**src/rtl/tsff_pkg.sv**
```systemverilog
// Shared types and constants for the tire sensor frame filter.
package tsff_pkg;

  localparam int unsigned NUM_SLOTS = 5;
  localparam int unsigned FRAME_LEN = 13;

  typedef logic [2:0]  slot_idx_t;
  typedef logic [3:0]  byte_pos_t;
  typedef logic [2:0]  cfg_idx_t;
  typedef logic [15:0] cfg_data_t;

  localparam byte_pos_t POS_IDLE     = byte_pos_t'(FRAME_LEN);
  localparam byte_pos_t POS_SUM_LO   = 4'd3;
  localparam byte_pos_t POS_SUM_HI   = 4'd11;
  localparam byte_pos_t POS_PREFIX_H = 4'd6;
  localparam byte_pos_t POS_PREFIX_L = 4'd7;
  localparam byte_pos_t POS_ID_H     = 4'd8;
  localparam byte_pos_t POS_ID_L     = 4'd9;
  localparam byte_pos_t POS_PRESS    = 4'd10;
  localparam byte_pos_t POS_TEMP     = 4'd11;
  localparam byte_pos_t POS_CHECK    = 4'd12;

  localparam cfg_idx_t CFG_FRAME_PREFIX = 3'd0;
  localparam cfg_idx_t CFG_SLOT0_ID     = 3'd1;
  localparam cfg_idx_t CFG_SLOT4_ID     = 3'd5;

  localparam cfg_data_t PREFIX_RESET = 16'h80FD;
  localparam cfg_data_t ID_RESET [NUM_SLOTS] = '{16'hC848, 16'hC056, 16'h6B79,
                                                  16'h66D0, 16'hBD7B};

  localparam logic KIND_BYTE = 1'b0;
  localparam logic KIND_ACK  = 1'b1;

  typedef enum logic [2:0] {
    REJ_NONE     = 3'd0,
    REJ_PREFIX   = 3'd1,
    REJ_SENSOR   = 3'd2,
    REJ_PENDING  = 3'd3,
    REJ_CHECKSUM = 3'd4
  } reject_code_t;

  typedef struct packed {
    logic        done;
    logic [7:0]  last_byte;
    logic [7:0]  sum;
    logic        prefix_ok;
    logic [15:0] sensor_id;
    logic [7:0]  pressure;
    logic [7:0]  temperature;
  } frame_t;

  typedef struct packed {
    reject_code_t code;
    slot_idx_t    slot;
    logic [7:0]   pressure;
    logic [7:0]   temperature;
    logic         new_update;
  } result_t;

endpackage

```
**src/rtl/tsff_frame_asm.sv**
```systemverilog
// Frame assembly: byte position, running checksum, prefix check and field capture.
module tsff_frame_asm (
  input  logic               clk,
  input  logic               rst_n,
  input  logic               step,
  input  logic               frame_start,
  input  logic [7:0]         data_byte,
  input  tsff_pkg::cfg_data_t frame_prefix,
  output tsff_pkg::frame_t   frame
);
  import tsff_pkg::*;

  byte_pos_t   pos_r, pos_nxt, pos_eff;
  logic [7:0]  sum_r, sum_nxt, sum_eff;
  logic        pm_r, pm_nxt, pm_eff;
  logic [15:0] id_r, id_nxt;
  logic [7:0]  pres_r, pres_nxt;
  logic [7:0]  temp_r, temp_nxt;
  logic        active;

  always_comb begin
    pos_eff  = frame_start ? '0 : pos_r;
    sum_eff  = frame_start ? '0 : sum_r;
    pm_eff   = frame_start ? 1'b0 : pm_r;
    active   = (pos_eff < POS_IDLE);
    pos_nxt  = pos_r;
    sum_nxt  = sum_r;
    pm_nxt   = pm_r;
    id_nxt   = id_r;
    pres_nxt = pres_r;
    temp_nxt = temp_r;
    if (step) begin
      pos_nxt = pos_eff;
      sum_nxt = sum_eff;
      pm_nxt  = pm_eff;
      if (active) begin
        pos_nxt = pos_eff + 4'd1;
        if (pos_eff inside {[POS_SUM_LO:POS_SUM_HI]}) begin
          sum_nxt = sum_eff + data_byte;
        end
        case (pos_eff)
          POS_PREFIX_H: pm_nxt = (data_byte == frame_prefix[15:8]);
          POS_PREFIX_L: pm_nxt = pm_eff && (data_byte == frame_prefix[7:0]);
          POS_ID_H:     id_nxt = {data_byte, 8'h00};
          POS_ID_L:     id_nxt = {id_r[15:8], data_byte};
          POS_PRESS:    pres_nxt = data_byte;
          POS_TEMP:     temp_nxt = data_byte;
          default: ;
        endcase
      end
    end
  end

  always_comb begin
    frame.done        = step && active && (pos_eff == POS_CHECK);
    frame.last_byte   = data_byte;
    frame.sum         = sum_eff;
    frame.prefix_ok   = pm_eff;
    frame.sensor_id   = id_r;
    frame.pressure    = pres_r;
    frame.temperature = temp_r;
  end

  always_ff @(posedge clk) begin
    if (!rst_n) begin
      pos_r  <= POS_IDLE;
      sum_r  <= '0;
      pm_r   <= 1'b0;
      id_r   <= '0;
      pres_r <= '0;
      temp_r <= '0;
    end else begin
      pos_r  <= pos_nxt;
      sum_r  <= sum_nxt;
      pm_r   <= pm_nxt;
      id_r   <= id_nxt;
      pres_r <= pres_nxt;
      temp_r <= temp_nxt;
    end
  end

endmodule

```
**src/rtl/tsff_slot_check.sv**
```systemverilog
// Sensor slot table: identifier match, update flags, stored values and verdict.
module tsff_slot_check (
  input  logic                clk,
  input  logic                rst_n,
  input  tsff_pkg::frame_t    frame,
  input  logic                ack,
  input  tsff_pkg::slot_idx_t ack_slot,
  input  tsff_pkg::cfg_data_t sensor_id [tsff_pkg::NUM_SLOTS],
  output tsff_pkg::result_t   result
);
  import tsff_pkg::*;

  logic       flag_r [NUM_SLOTS];
  logic       flag_nxt [NUM_SLOTS];
  logic [7:0] pres_r [NUM_SLOTS];
  logic [7:0] temp_r [NUM_SLOTS];
  logic       found;
  slot_idx_t  hit;
  logic       store;
  logic       upd;

  always_comb begin
    found = 1'b0;
    hit   = '0;
    for (int i = NUM_SLOTS - 1; i >= 0; i--) begin
      if (frame.sensor_id == sensor_id[i]) begin
        found = 1'b1;
        hit   = slot_idx_t'(i);
      end
    end
  end

  always_comb begin
    store = 1'b0;
    upd   = (hit == '0) || (frame.pressure != pres_r[hit]) ||
            (frame.temperature != temp_r[hit]);
    result.pressure    = frame.pressure;
    result.temperature = frame.temperature;
    result.code        = REJ_NONE;
    result.slot        = '0;
    result.new_update  = 1'b0;
    if (!frame.prefix_ok) begin
      result.code = REJ_PREFIX;
    end else if (!found) begin
      result.code = REJ_SENSOR;
    end else if (flag_r[hit]) begin
      result.code       = REJ_PENDING;
      result.slot       = hit;
      result.new_update = 1'b1;
    end else if (frame.last_byte != frame.sum) begin
      result.code = REJ_CHECKSUM;
      result.slot = hit;
    end else begin
      result.slot       = hit;
      result.new_update = upd;
      store             = frame.done;
    end
  end

  always_comb begin
    for (int i = 0; i < NUM_SLOTS; i++) begin
      flag_nxt[i] = flag_r[i];
      if (ack && ack_slot == slot_idx_t'(i)) begin
        flag_nxt[i] = 1'b0;
      end else if (store && hit == slot_idx_t'(i)) begin
        flag_nxt[i] = upd;
      end
    end
  end

  always_ff @(posedge clk) begin
    for (int i = 0; i < NUM_SLOTS; i++) begin
      if (!rst_n) begin
        flag_r[i] <= 1'b0;
        pres_r[i] <= '0;
        temp_r[i] <= '0;
      end else begin
        flag_r[i] <= flag_nxt[i];
        if (store && hit == slot_idx_t'(i)) begin
          pres_r[i] <= frame.pressure;
          temp_r[i] <= frame.temperature;
        end
      end
    end
  end

endmodule

```
**src/rtl/tire_sensor_frame_filter.sv**
```systemverilog
// Top level of the tire sensor frame filter: registers, input stage and result stage.
//
//   channel | ports                                              | dir
//   --------+----------------------------------------------------+-----
//   in      | in_valid in_ready in_kind in_frame_start            | in
//           | in_data_byte in_ack_slot                           |
//   out     | out_valid out_ready out_reject_code out_slot        | out
//           | out_pressure_raw out_temperature_raw out_new_update |
//   cfg     | cfg_we cfg_index cfg_wdata                          | in
//
// One word accepted per cycle while in_ready is high; the word carrying frame
// byte 12 passes through the input register, then the result register loads.
// Frame and slot state update in the cycle a word leaves the input register.
// A full result register with out_ready low holds the input register, and
// in_ready drops only when both are occupied. Reset is synchronous, active low.
module tire_sensor_frame_filter (
  input  logic                 clk,
  input  logic                 rst_n,
  input  logic                 in_valid,
  output logic                 in_ready,
  input  logic                 in_kind,
  input  logic                 in_frame_start,
  input  logic [7:0]           in_data_byte,
  input  tsff_pkg::slot_idx_t  in_ack_slot,
  output logic                 out_valid,
  input  logic                 out_ready,
  output logic [2:0]           out_reject_code,
  output tsff_pkg::slot_idx_t  out_slot,
  output logic [7:0]           out_pressure_raw,
  output logic [7:0]           out_temperature_raw,
  output logic                 out_new_update,
  input  logic                 cfg_we,
  input  tsff_pkg::cfg_idx_t   cfg_index,
  input  tsff_pkg::cfg_data_t  cfg_wdata
);
  import tsff_pkg::*;

  cfg_data_t prefix_r;
  cfg_data_t id_r [NUM_SLOTS];

  logic       s1_valid_r;
  logic       s1_kind_r;
  logic       s1_start_r;
  logic [7:0] s1_byte_r;
  slot_idx_t  s1_ack_r;

  logic       out_valid_r;
  result_t    out_r;

  logic       advance;
  logic       process;
  frame_t     frame;
  result_t    result;

  assign advance  = !out_valid_r || out_ready;
  assign process  = s1_valid_r && advance;
  assign in_ready = !s1_valid_r || advance;

  always_ff @(posedge clk) begin
    if (!rst_n) begin
      prefix_r <= PREFIX_RESET;
      for (int i = 0; i < NUM_SLOTS; i++) begin
        id_r[i] <= ID_RESET[i];
      end
    end else if (cfg_we) begin
      if (cfg_index == CFG_FRAME_PREFIX) begin
        prefix_r <= cfg_wdata;
      end
      for (int i = 0; i < NUM_SLOTS; i++) begin
        if (cfg_index == CFG_SLOT0_ID + cfg_idx_t'(i)) begin
          id_r[i] <= cfg_wdata;
        end
      end
    end
  end

  always_ff @(posedge clk) begin
    if (!rst_n) begin
      s1_valid_r <= 1'b0;
    end else if (in_ready) begin
      s1_valid_r <= in_valid;
    end
  end

  always_ff @(posedge clk) begin
    if (in_valid && in_ready) begin
      s1_kind_r  <= in_kind;
      s1_start_r <= in_frame_start;
      s1_byte_r  <= in_data_byte;
      s1_ack_r   <= in_ack_slot;
    end
  end

  tsff_frame_asm u_frame (
    .clk          (clk),
    .rst_n        (rst_n),
    .step         (process && s1_kind_r == KIND_BYTE),
    .frame_start  (s1_start_r),
    .data_byte    (s1_byte_r),
    .frame_prefix (prefix_r),
    .frame        (frame)
  );

  tsff_slot_check u_slots (
    .clk       (clk),
    .rst_n     (rst_n),
    .frame     (frame),
    .ack       (process && s1_kind_r == KIND_ACK),
    .ack_slot  (s1_ack_r),
    .sensor_id (id_r),
    .result    (result)
  );

  always_ff @(posedge clk) begin
    if (!rst_n) begin
      out_valid_r <= 1'b0;
    end else if (advance) begin
      out_valid_r <= frame.done;
    end
  end

  always_ff @(posedge clk) begin
    if (advance && frame.done) begin
      out_r <= result;
    end
  end

  assign out_valid           = out_valid_r;
  assign out_reject_code     = out_r.code;
  assign out_slot            = out_r.slot;
  assign out_pressure_raw    = out_r.pressure;
  assign out_temperature_raw = out_r.temperature;
  assign out_new_update      = out_r.new_update;

  a_test_slot_flags: assert property (@(posedge clk) disable iff (!rst_n)
    out_valid && out_reject_code == REJ_NONE && out_slot == '0 |-> out_new_update)
    else $error("test slot accepted without update flag");

  a_no_match_fields: assert property (@(posedge clk) disable iff (!rst_n)
    out_valid && (out_reject_code == REJ_PREFIX || out_reject_code == REJ_SENSOR)
    |-> out_slot == '0 && !out_new_update)
    else $error("unmatched frame reports a slot or flag");

  a_pending_flag: assert property (@(posedge clk) disable iff (!rst_n)
    out_valid && out_reject_code == REJ_PENDING |-> out_new_update)
    else $error("pending refusal without flag");

  a_hold_stage: assert property (@(posedge clk) disable iff (!rst_n)
    s1_valid_r && !advance |=> s1_valid_r && $stable(s1_byte_r) && $stable(s1_kind_r))
    else $error("input stage lost a word under stall");

endmodule
```
**config.mk**
```make
export PLATFORM = sky130hd
export DESIGN_NAME = tire_sensor_frame_filter
export DESIGN_NICKNAME = d
export VERILOG_FILES = /design/src/rtl/tsff_pkg.sv /design/src/rtl/tsff_frame_asm.sv /design/src/rtl/tsff_slot_check.sv /design/src/rtl/tire_sensor_frame_filter.sv
export SDC_FILE = /design/constraint.sdc
export NUM_CORES = 1
export LEC_CHECK = 0
export ABC_CLOCK_PERIOD_IN_PS = 14340
export CORE_MARGIN = 8
export CORE_UTILIZATION = 60
export CTS_CLUSTER_DIAMETER = 60
export DETAILED_ROUTE_END_ITERATION = 10
export DONT_BUFFER_PORTS = 1
export PLACE_DENSITY_LB_ADDON = 0.08
export SYNTH_ARGS = -nofsm -noshare
export SYNTH_HDL_FRONTEND = slang
export SYNTH_SLANG_ARGS = --single-unit
```
**constraint.sdc**
```tcl
create_clock -name clk -period 14.34 [get_ports clk]
set_clock_uncertainty 0.05 [all_clocks]
set_input_delay 2.868 -clock clk [delete_from_list [all_inputs] [get_ports clk]]
set_output_delay 2.868 -clock clk [all_outputs]
set_load 0.02 [all_outputs]
```
==> Implementation_results.wiki, run 1 <==
{| class="wikitable"
! Metric !! Value
|-
| Result of the run || complete, no violations
|-
| Number of global-route vias before repair || 8,980
|-
| Proportion of power drawn by combinational gates || 3.8%
|-
| GRT Overall Usage || ~26%
|-
| Average detailed-routed wire length per instance || 22.3 microns
|-
| Worst path required time || ~11,000 ps
|-
| First-pass GRT wire length || roughly 52 mm
|-
| Overall die width || between 150 and 200 microns
|-
| Crit share post-route || between 40 and 50%
|-
| Routed vias || just over 9,000
|-
| Mean area per synthesized cell || between 9 and 10 sq um
|-
| Number of max-capacitance violations reported || 0
|-
| Final #Nets || 1,286
|-
| Die Area || 25,500 sq um
|-
| Total wire length after detailed routing || 34.0 mm
|-
| Worst-path cell with the longest stage delay || nand2_1
|-
| Area delta synth->final || 8.23%
|-
| Hold Vio Cnt, Final || 0
|-
| Kind of cell adding the most delay to the critical path || simple AND/OR/NAND/NOR gates
|-
| Setup repair after global routing missed its margin || false
|-
| Yosys warning total || 0
|-
| Number of cell rows || 52
|-
| Drt drc || 0
|-
| Number of setup violations in the final report || 0
|-
| Post-synthesis instance area || between 10,000 and 15,000 sq um
|-
| Portion of total power attributed to the clock network || between 40% and 50%
|-
| Vias per std cell || around 6.1
|-
| Clock-pin slew on the worst setup and hold paths || 60 ps
|-
| Dominant register cell in the synthesized netlist || dfxtp_1
|-
| Layout cells sized above 1 || under 10%
|-
| Clock latency of the later-clocked register in the worst-skew pair || approximately 540 ps
|-
| Max Clk Rate || between 150 and 200 MHz
|-
| IR Drop Worst-Case VDD || 106 uV
|-
| Cell type with the highest aggregate area in the netlist || edfxtp_1
|-
| Number of nets with antenna violations after routing || 0
|-
| Cell-internal power || 1280 uW
|-
| TritonRoute pass-1 iters || 5
|-
| List of cells traversed by the critical path || nor2b_1 > nand2_1
|-
| Number of clock buffers inserted by TritonCTS || 28
|-
| CP arrival || ~3200 ps
|-
| Synth cell types || 71
|-
| Gate count after technology mapping || 1,280
|-
| Pins Over Slew Limit || 0
|-
| Final RePlAce weighted congestion || around 0.9
|-
| Sequential fraction of design power || approximately half
|-
| Top post-synthesis cells by area || edfxtp_1 29%, dfxtp_1 23%, nand2_1 6.8%, xor2_1 5.2%, a21oi_1 3.3%
|-
| Sw power || ~350 uW
|-
| Syn Nets || 1,330
|-
| Crit end category || output port
|-
| Hold_buf cts || 0
|-
| Number of levels in the clock H-tree || 1
|-
| Core Region || around 20,000 sq um
|-
| #FFs+latches synth || approximately 260
|-
| HPWL after detailed placement || between 20 and 25 mm
|-
| Clock tree from TritonCTS || built
|-
| Clock root buffer || clkbuf_16
|-
| Die boundary height || ~160 microns
|-
| Critical Path Start Type || input port
|-
| Proportion of total power due to net switching || a little over a fifth
|-
| Post-synth top area share || 29.0%
|-
| Filler instances || approximately 1,600
|-
| Static Leakage || 0.00494 uW
|-
| Initial DRC count || ~1,100
|-
| Initial antenna violation count || 0
|-
| Worst Max-Slew Pin Slew || 1180 ps
|-
| Storage cell area || around 6500 sq um
|-
| Post-synth EDFFs || 120
|-
| Minimum clock period after layout || just over 6000 ps
|-
| Total Neg Setup Slack || 0 ps
|-
| Number of buffer cells added on primary ports || 0
|-
| Total gr overflow || 0
|-
| Total inserted antenna cells || 0
|-
| Area of the multi-input gates || 5410 sq um
|-
| Effective utilization at floorplan || between 60% and 70%
|-
| Worst Hold Class || register to register
|-
| Share of synthesized registers carrying an async set or reset || 0%
|-
| Post-cts sizing count || 0
|-
| CTS Buffer Depth || 3
|-
| Placed Cells || 1,476
|-
| Total power density per cell area || 121 nW/um^2
|-
| Sinks on Clock Net || approximately 260
|-
| Buf+Inv Stages, Crit Path || 0
|-
| Delay of the slowest cell on the worst path || around 200 ps
|-
| Crit-path max FO || 3
|-
| Maximum number of pins on one net before global-route repair || 94
|-
| Critical path class || input port to output port
|-
| Max-Slew Margin vs Limit || approximately a fifth
|-
| Post-route non-filler standard cell count || 1,528
|-
| Number of top-level pins || 62
|-
| Count of buffers added by post-CTS timing repair for setup || 0
|-
| Sequential share of the synthesized area || a little over half
|}
power by group through the flow:
| stage | registers, uW | clock network, uW | logic (uW) |
|---|---|---|---|
| global placement | 846 | 0 | 60.3 |
| detailed placement | 846 | 0 | 61.8 |
| finish | 830 | 738 | 62.4 |
| global route | 832 | 775 | 69.7 |
| CTS | 830 | 745 | 62.2 |
| floorplan | 835 | 0 | 55.3 |
cell type report:
type	instances	area share, %
Multi-Input combinational cell	896	40.3
Clock buffer	41	6.26
Tap cell	270	2.52
Inverter	29	0.811
Clock inverter	11	0.848
Sequential cell	264	48.3
Timing Repair Buffer	17	0.951
flip-flops by register name, indices dropped and copies added (netlist names), 4 cells and up:
signal               count
prefix_r                16
u_frame.id_r            16
u_frame.sum_r            8
u_slots.pres_r          40
out_temperature_raw      8
u_frame.temp_r           8
s1_byte_r                8
id_r                    80
u_slots.flag_r           5
u_frame.pres_r           8
out_pressure_raw         8
u_slots.temp_r          40
u_frame.pos_r            4
cell usage in the layout, fill, tap and decap left out, drive strengths merged, types with 9 or more instances in the layout:
master	netlist	final
nor2b	11	11
dfxtp	144	144
nand3	66	66
buf	31	17
a21oi	81	81
nor4	36	36
mux2i	24	24
nand4	13	13
a22oi	15	15
ha	12	12
xnor2	34	34
o21a	9	9
o21ai	29	29
nor2	71	71
xor2	74	74
nand2	224	224
inv	28	30
nor3	49	49
edfxtp	120	120
and2	50	50
clkbuf	60	41
cells by family after synthesis:
group	Yosys count	synth area share, %
compound gates	197	10.2
buf+inv	120	4.35
flops	264	52.3
fa+ha+maj	13	1.37
xor+xnor	108	7.63
mux	24	1.94
simple gates	554	22.2
worst paths after layout:
kind	from	end	slack (ps)	cells after the start
worst min register to register	id_r[42]	id_r[42]	420	2
worst min-delay path	id_r[42]	id_r[42]	420	2
worst max-delay path	out_ready	in_ready	8200	2
worst max register to register	u_frame.id_r[8]	u_slots.flag_r[1]	8960	10
routing by layer:
| layer | up-vias | wire length, microns | global-route usage, % |
|---|---|---|---|
| met1 | 4471 | 13900 | 33.8 |
| met3 | 87 | 2980 | 4.19 |
| met2 | 424 | 16100 | 42.9 |
| met4 | 0 | 1020 | 9.60 |
| li1 | 4365 | - | - |
| met5 | - | 0 | 0 |
worst register-to-register path, delay by kind of cell, from the launching register on:
kind                   cells  cell delay (ps)
AND/OR/NAND/NOR            5             2900
buffers and inverters      1              320
flip-flops                 1              660
XOR/XNOR                   1              130
AO/OA/AOI/OAI              3             1040
metrics by stage:
stage | util [%] | total power (uW) | worst slack, ps | area, sq um | hold slack, ps
after floorplan | - | 890 | 6610 | 12400 | 356
after global placement | 61.6 | 906 | 8110 | 12500 | 403
after detailed placement | 61.6 | 908 | 8000 | 12500 | 408
after CTS | 66.3 | 1640 | 8190 | 13400 | 416
after global routing | 66.3 | 1680 | 8110 | 13400 | 431
final | 66.3 | 1630 | 8200 | 13400 | 416
synthesized netlist by cell type, types with 3 or more instances:
library cell	n
nor2_2	5
o211ai_1	6
buf_4	3
o21bai_1	4
a21oi_1	81
o21a_1	9
dfxtp_1	144
clkbuf_1	60
o21ai_1	3
nor3_2	20
mux2i_1	24
a22oi_1	15
a211oi_1	3
and3_1	4
buf_6	7
nor2b_1	11
o221ai_1	5
ha_1	12
o21ai_0	26
o31a_1	4
o31ai_1	4
nor2_1	66
nand3_1	64
or2_2	5
inv_1	28
nand2b_1	8
xor2_1	74
o22ai_1	6
edfxtp_1	120
nor3_1	28
nand2_1	224
a21o_1	6
buf_2	20
xnor2_1	34
nand4_1	13
nor4_1	35
or4_1	6
and2_1	49
No activity file was read; power rests on OpenSTA's default activity.
==> inputs of run 2 (changes only) <==
--- a/config.mk
+++ b/config.mk
@@ -5,7 +5,7 @@
 export SDC_FILE = /design/constraint.sdc
 export NUM_CORES = 1
 export LEC_CHECK = 0
-export ABC_CLOCK_PERIOD_IN_PS = 14340
+export ABC_CLOCK_PERIOD_IN_PS = 5750
 export CORE_MARGIN = 8
 export CORE_UTILIZATION = 60
 export CTS_CLUSTER_DIAMETER = 60
==> constraint.sdc (replaced) <==
create_clock -name clk -period 5.75 [get_ports clk]
set_clock_uncertainty 0.05 [all_clocks]
set_input_delay 1.15 -clock clk [delete_from_list [all_inputs] [get_ports clk]]
set_output_delay 1.15 -clock clk [all_outputs]
set_load 0.02 [all_outputs]
==> run 2 against run 1 <==
Worst hold slack better by 2.1 ps. Critical path depth increased by 9. Power rose by 150%. First-iteration DRC count fell by 8.8%. Routed wire length is 1.3% higher. Clock-buffer cell count shrank 2. Die area unchanged. Design area about the same. Critical path type is now register to register. Largest power group unchanged.
==> Implementation_results.wiki, run 2 (same netlist as run 1, synthesis figures left out) <==
{| class="wikitable"
! Metric !! Value
|-
| Hold_buf cts || 0
|-
| Number of cell rows || 52
|-
| Vias per std cell || between 6 and 7
|-
| Critical Path Start Type || register
|-
| Effective utilization at floorplan || 61.3%
|-
| Initial antenna violation count || 0
|-
| Clock latency of the later-clocked register in the worst-skew pair || ~530 ps
|-
| Number of max-capacitance violations reported || 0
|-
| Hold path start || id_r[64]
|-
| Critical path class || register to register
|-
| Core Region || approximately 20,000 sq um
|-
| First-pass GRT wire length || between 50 and 60 mm
|-
| CP arrival || ~5100 ps
|-
| GRT Overall Usage || between 20% and 30%
|-
| Crit-path max FO || between 40 and 50
|-
| Hold Vio Cnt, Final || 0
|-
| Post-cts sizing count || 0
|-
| R2r startpoint || u_frame.id_r[7]
|-
| Routed vias || around 9,300
|-
| Result of the run || complete, no violations
|-
| Register-to-register path setup slack || a little under 1000 ps
|-
| Number of clock buffers inserted by TritonCTS || 27
|-
| Post-place setup slack || 1020 ps
|-
| Max-Slew Margin vs Limit || 18.5%
|-
| Setup repair after global routing missed its margin || false
|-
| Commonest non-fill, non-tap cells in the layout || 224 x nand2_1, 144 x dfxtp_1, 120 x edfxtp_1, 81 x a21oi_1, 74 x xor2_1
|-
| Minimum clock period after layout || between 4000 and 5000 ps
|-
| Maximum number of pins on one net before global-route repair || 93
|-
| Most flops, register || id_r
|-
| Fin worst setup slack || around 960 ps
|-
| Static Leakage || around 0.0049 uW
|-
| Final Hold Slack || 418 ps
|-
| Pins Over Slew Limit || 0
|-
| Clock tree from TritonCTS || built
|-
| Layout cells sized above 1 || 8.90%
|-
| Crit end category || register
|-
| HPWL after detailed placement || between 20 and 25 mm
|-
| Final RePlAce weighted congestion || slightly above 0.9
|-
| Final standard cell utilization of the core || about two thirds
|-
| Crit share post-route || a little over four fifths
|-
| Filler instances || around 1,700
|-
| Worst path required time || between 6000 and 7000 ps
|-
| Number of top-level pins || 62
|-
| Die Area || 25,500 sq um
|-
| Number of setup violations in the final report || 0
|-
| Clock root buffer || clkbuf_16
|-
| Largest registers || id_r (80), u_slots.pres_r (40), u_slots.temp_r (40)
|-
| Number of flip-flops under the largest register name || 80
|-
| Drt drc || 0
|-
| Total Power Consumption || about 4000 uW
|-
| Overall die width || around 160 microns
|-
| Total power density per cell area || 299 nW/um^2
|-
| Number of levels in the clock H-tree || 1
|-
| Number of global-route vias before repair || 8,910
|-
| CTS Buffer Depth || 3
|-
| Launch point of the worst path || u_frame.id_r[7]
|-
| Most common library cell in the layout ignoring fill and taps || nand2_1
|-
| Die boundary height || ~160 microns
|-
| Max Clk Rate || roughly 210 MHz
|-
| Total wire length after detailed routing || 34.5 mm
|-
| Average detailed-routed wire length per instance || ~23 microns
|-
| TritonRoute pass-1 iters || 5
|-
| Initial DRC count || a little under 1,000
|-
| Number of buffer cells added on primary ports || 0
|-
| IR Drop Worst-Case VDD || roughly 260 uV
|-
| Area delta synth->final || 8.19%
|-
| Worst Max-Slew Pin Slew || roughly 1200 ps
|-
| Worst Hold Class || register to register
|-
| Sinks on Clock Net || between 200 and 300
|-
| Count of buffers added by post-CTS timing repair for setup || 0
|-
| Clock-pin slew on the worst setup and hold paths || around 60 ps
|-
| Number of nets with antenna violations after routing || 0
|-
| Total gr overflow || 0
|-
| Total inserted antenna cells || 0
|-
| Final #Nets || about 1,300
|-
| Total Neg Setup Slack || 0 ps
|}
[run 2: cell types whose count changed in the layout (fill, tap and decap cells not counted), moves of 2 or more]
| cell | before | now |
|---|---|---|
| clkbuf_1 | 5 | 3 |
| buf_4 | 17 | 21 |
| clkinv_2 | 4 | 6 |
| inv_6 | 2 | 0 |
[run 2: power breakdown]
part | internal [uW] | switching, uW | leakage [uW]
clock | 1050 | 733 | 0.000455
sequential | 2020 | 53.7 | 0.00234
combinational | 61.4 | 103 | 0.00215
total | 3130 | 889 | 0.00495
[run 2: area by class of cell]
type / instances / area [sq um] / share of cell area, %
Clock buffer: 39 / 833 / 6.21
Clock inverter: 10 / 80.1 / 0.597
Inverter: 29 / 109 / 0.811
Multi-Input combinational cell: 896 / 5420 / 40.4
Sequential cell: 264 / 6490 / 48.3
Tap cell: 270 / 338 / 2.52
Timing Repair Buffer: 21 / 158 / 1.17
[run 2: metrics by stage]
| stage | cells | instance area (sq um) |
|---|---|---|
| 3_5_place_dp | 1480 | 12500 |
| 3_3_place_gp | 1480 | 12500 |
| 4_1_cts | 1529 | 13400 |
| 2_1_floorplan | 1280 | 12400 |
| 5_1_grt | 1529 | 13400 |
| 6_report | 1529 | 13400 |
[run 2: routing by layer]
metal / track usage, % / vias up / wire length [microns]
li1: - / 4386 / -
met1: 34.5 / 4476 / 14200
met2: 44.7 / 402 / 16700
met3: 4.42 / 62 / 2780
met4: 7.48 / 0 / 817
met5: 0 / - / 0
[run 2: worst max-delay path: stages (launching register included)]
cell and delay, ps:
dfxtp_1 550, xor2_1 110, nor4_1 640, nand4_1 150, buf_4 270, nand2b_1 470
nor2_2 110, o2bb2ai_1 200, or4_1 690, or2_2 750, nor2_2 440, and2_1 200
[run 2: final timing paths]
kind,to,cells past startpoint
setup reg to reg,u_slots.temp_r[3][2],11
setup / recovery,u_slots.temp_r[3][2],11
hold / removal,id_r[64],2
hold reg to reg,id_r[64],2
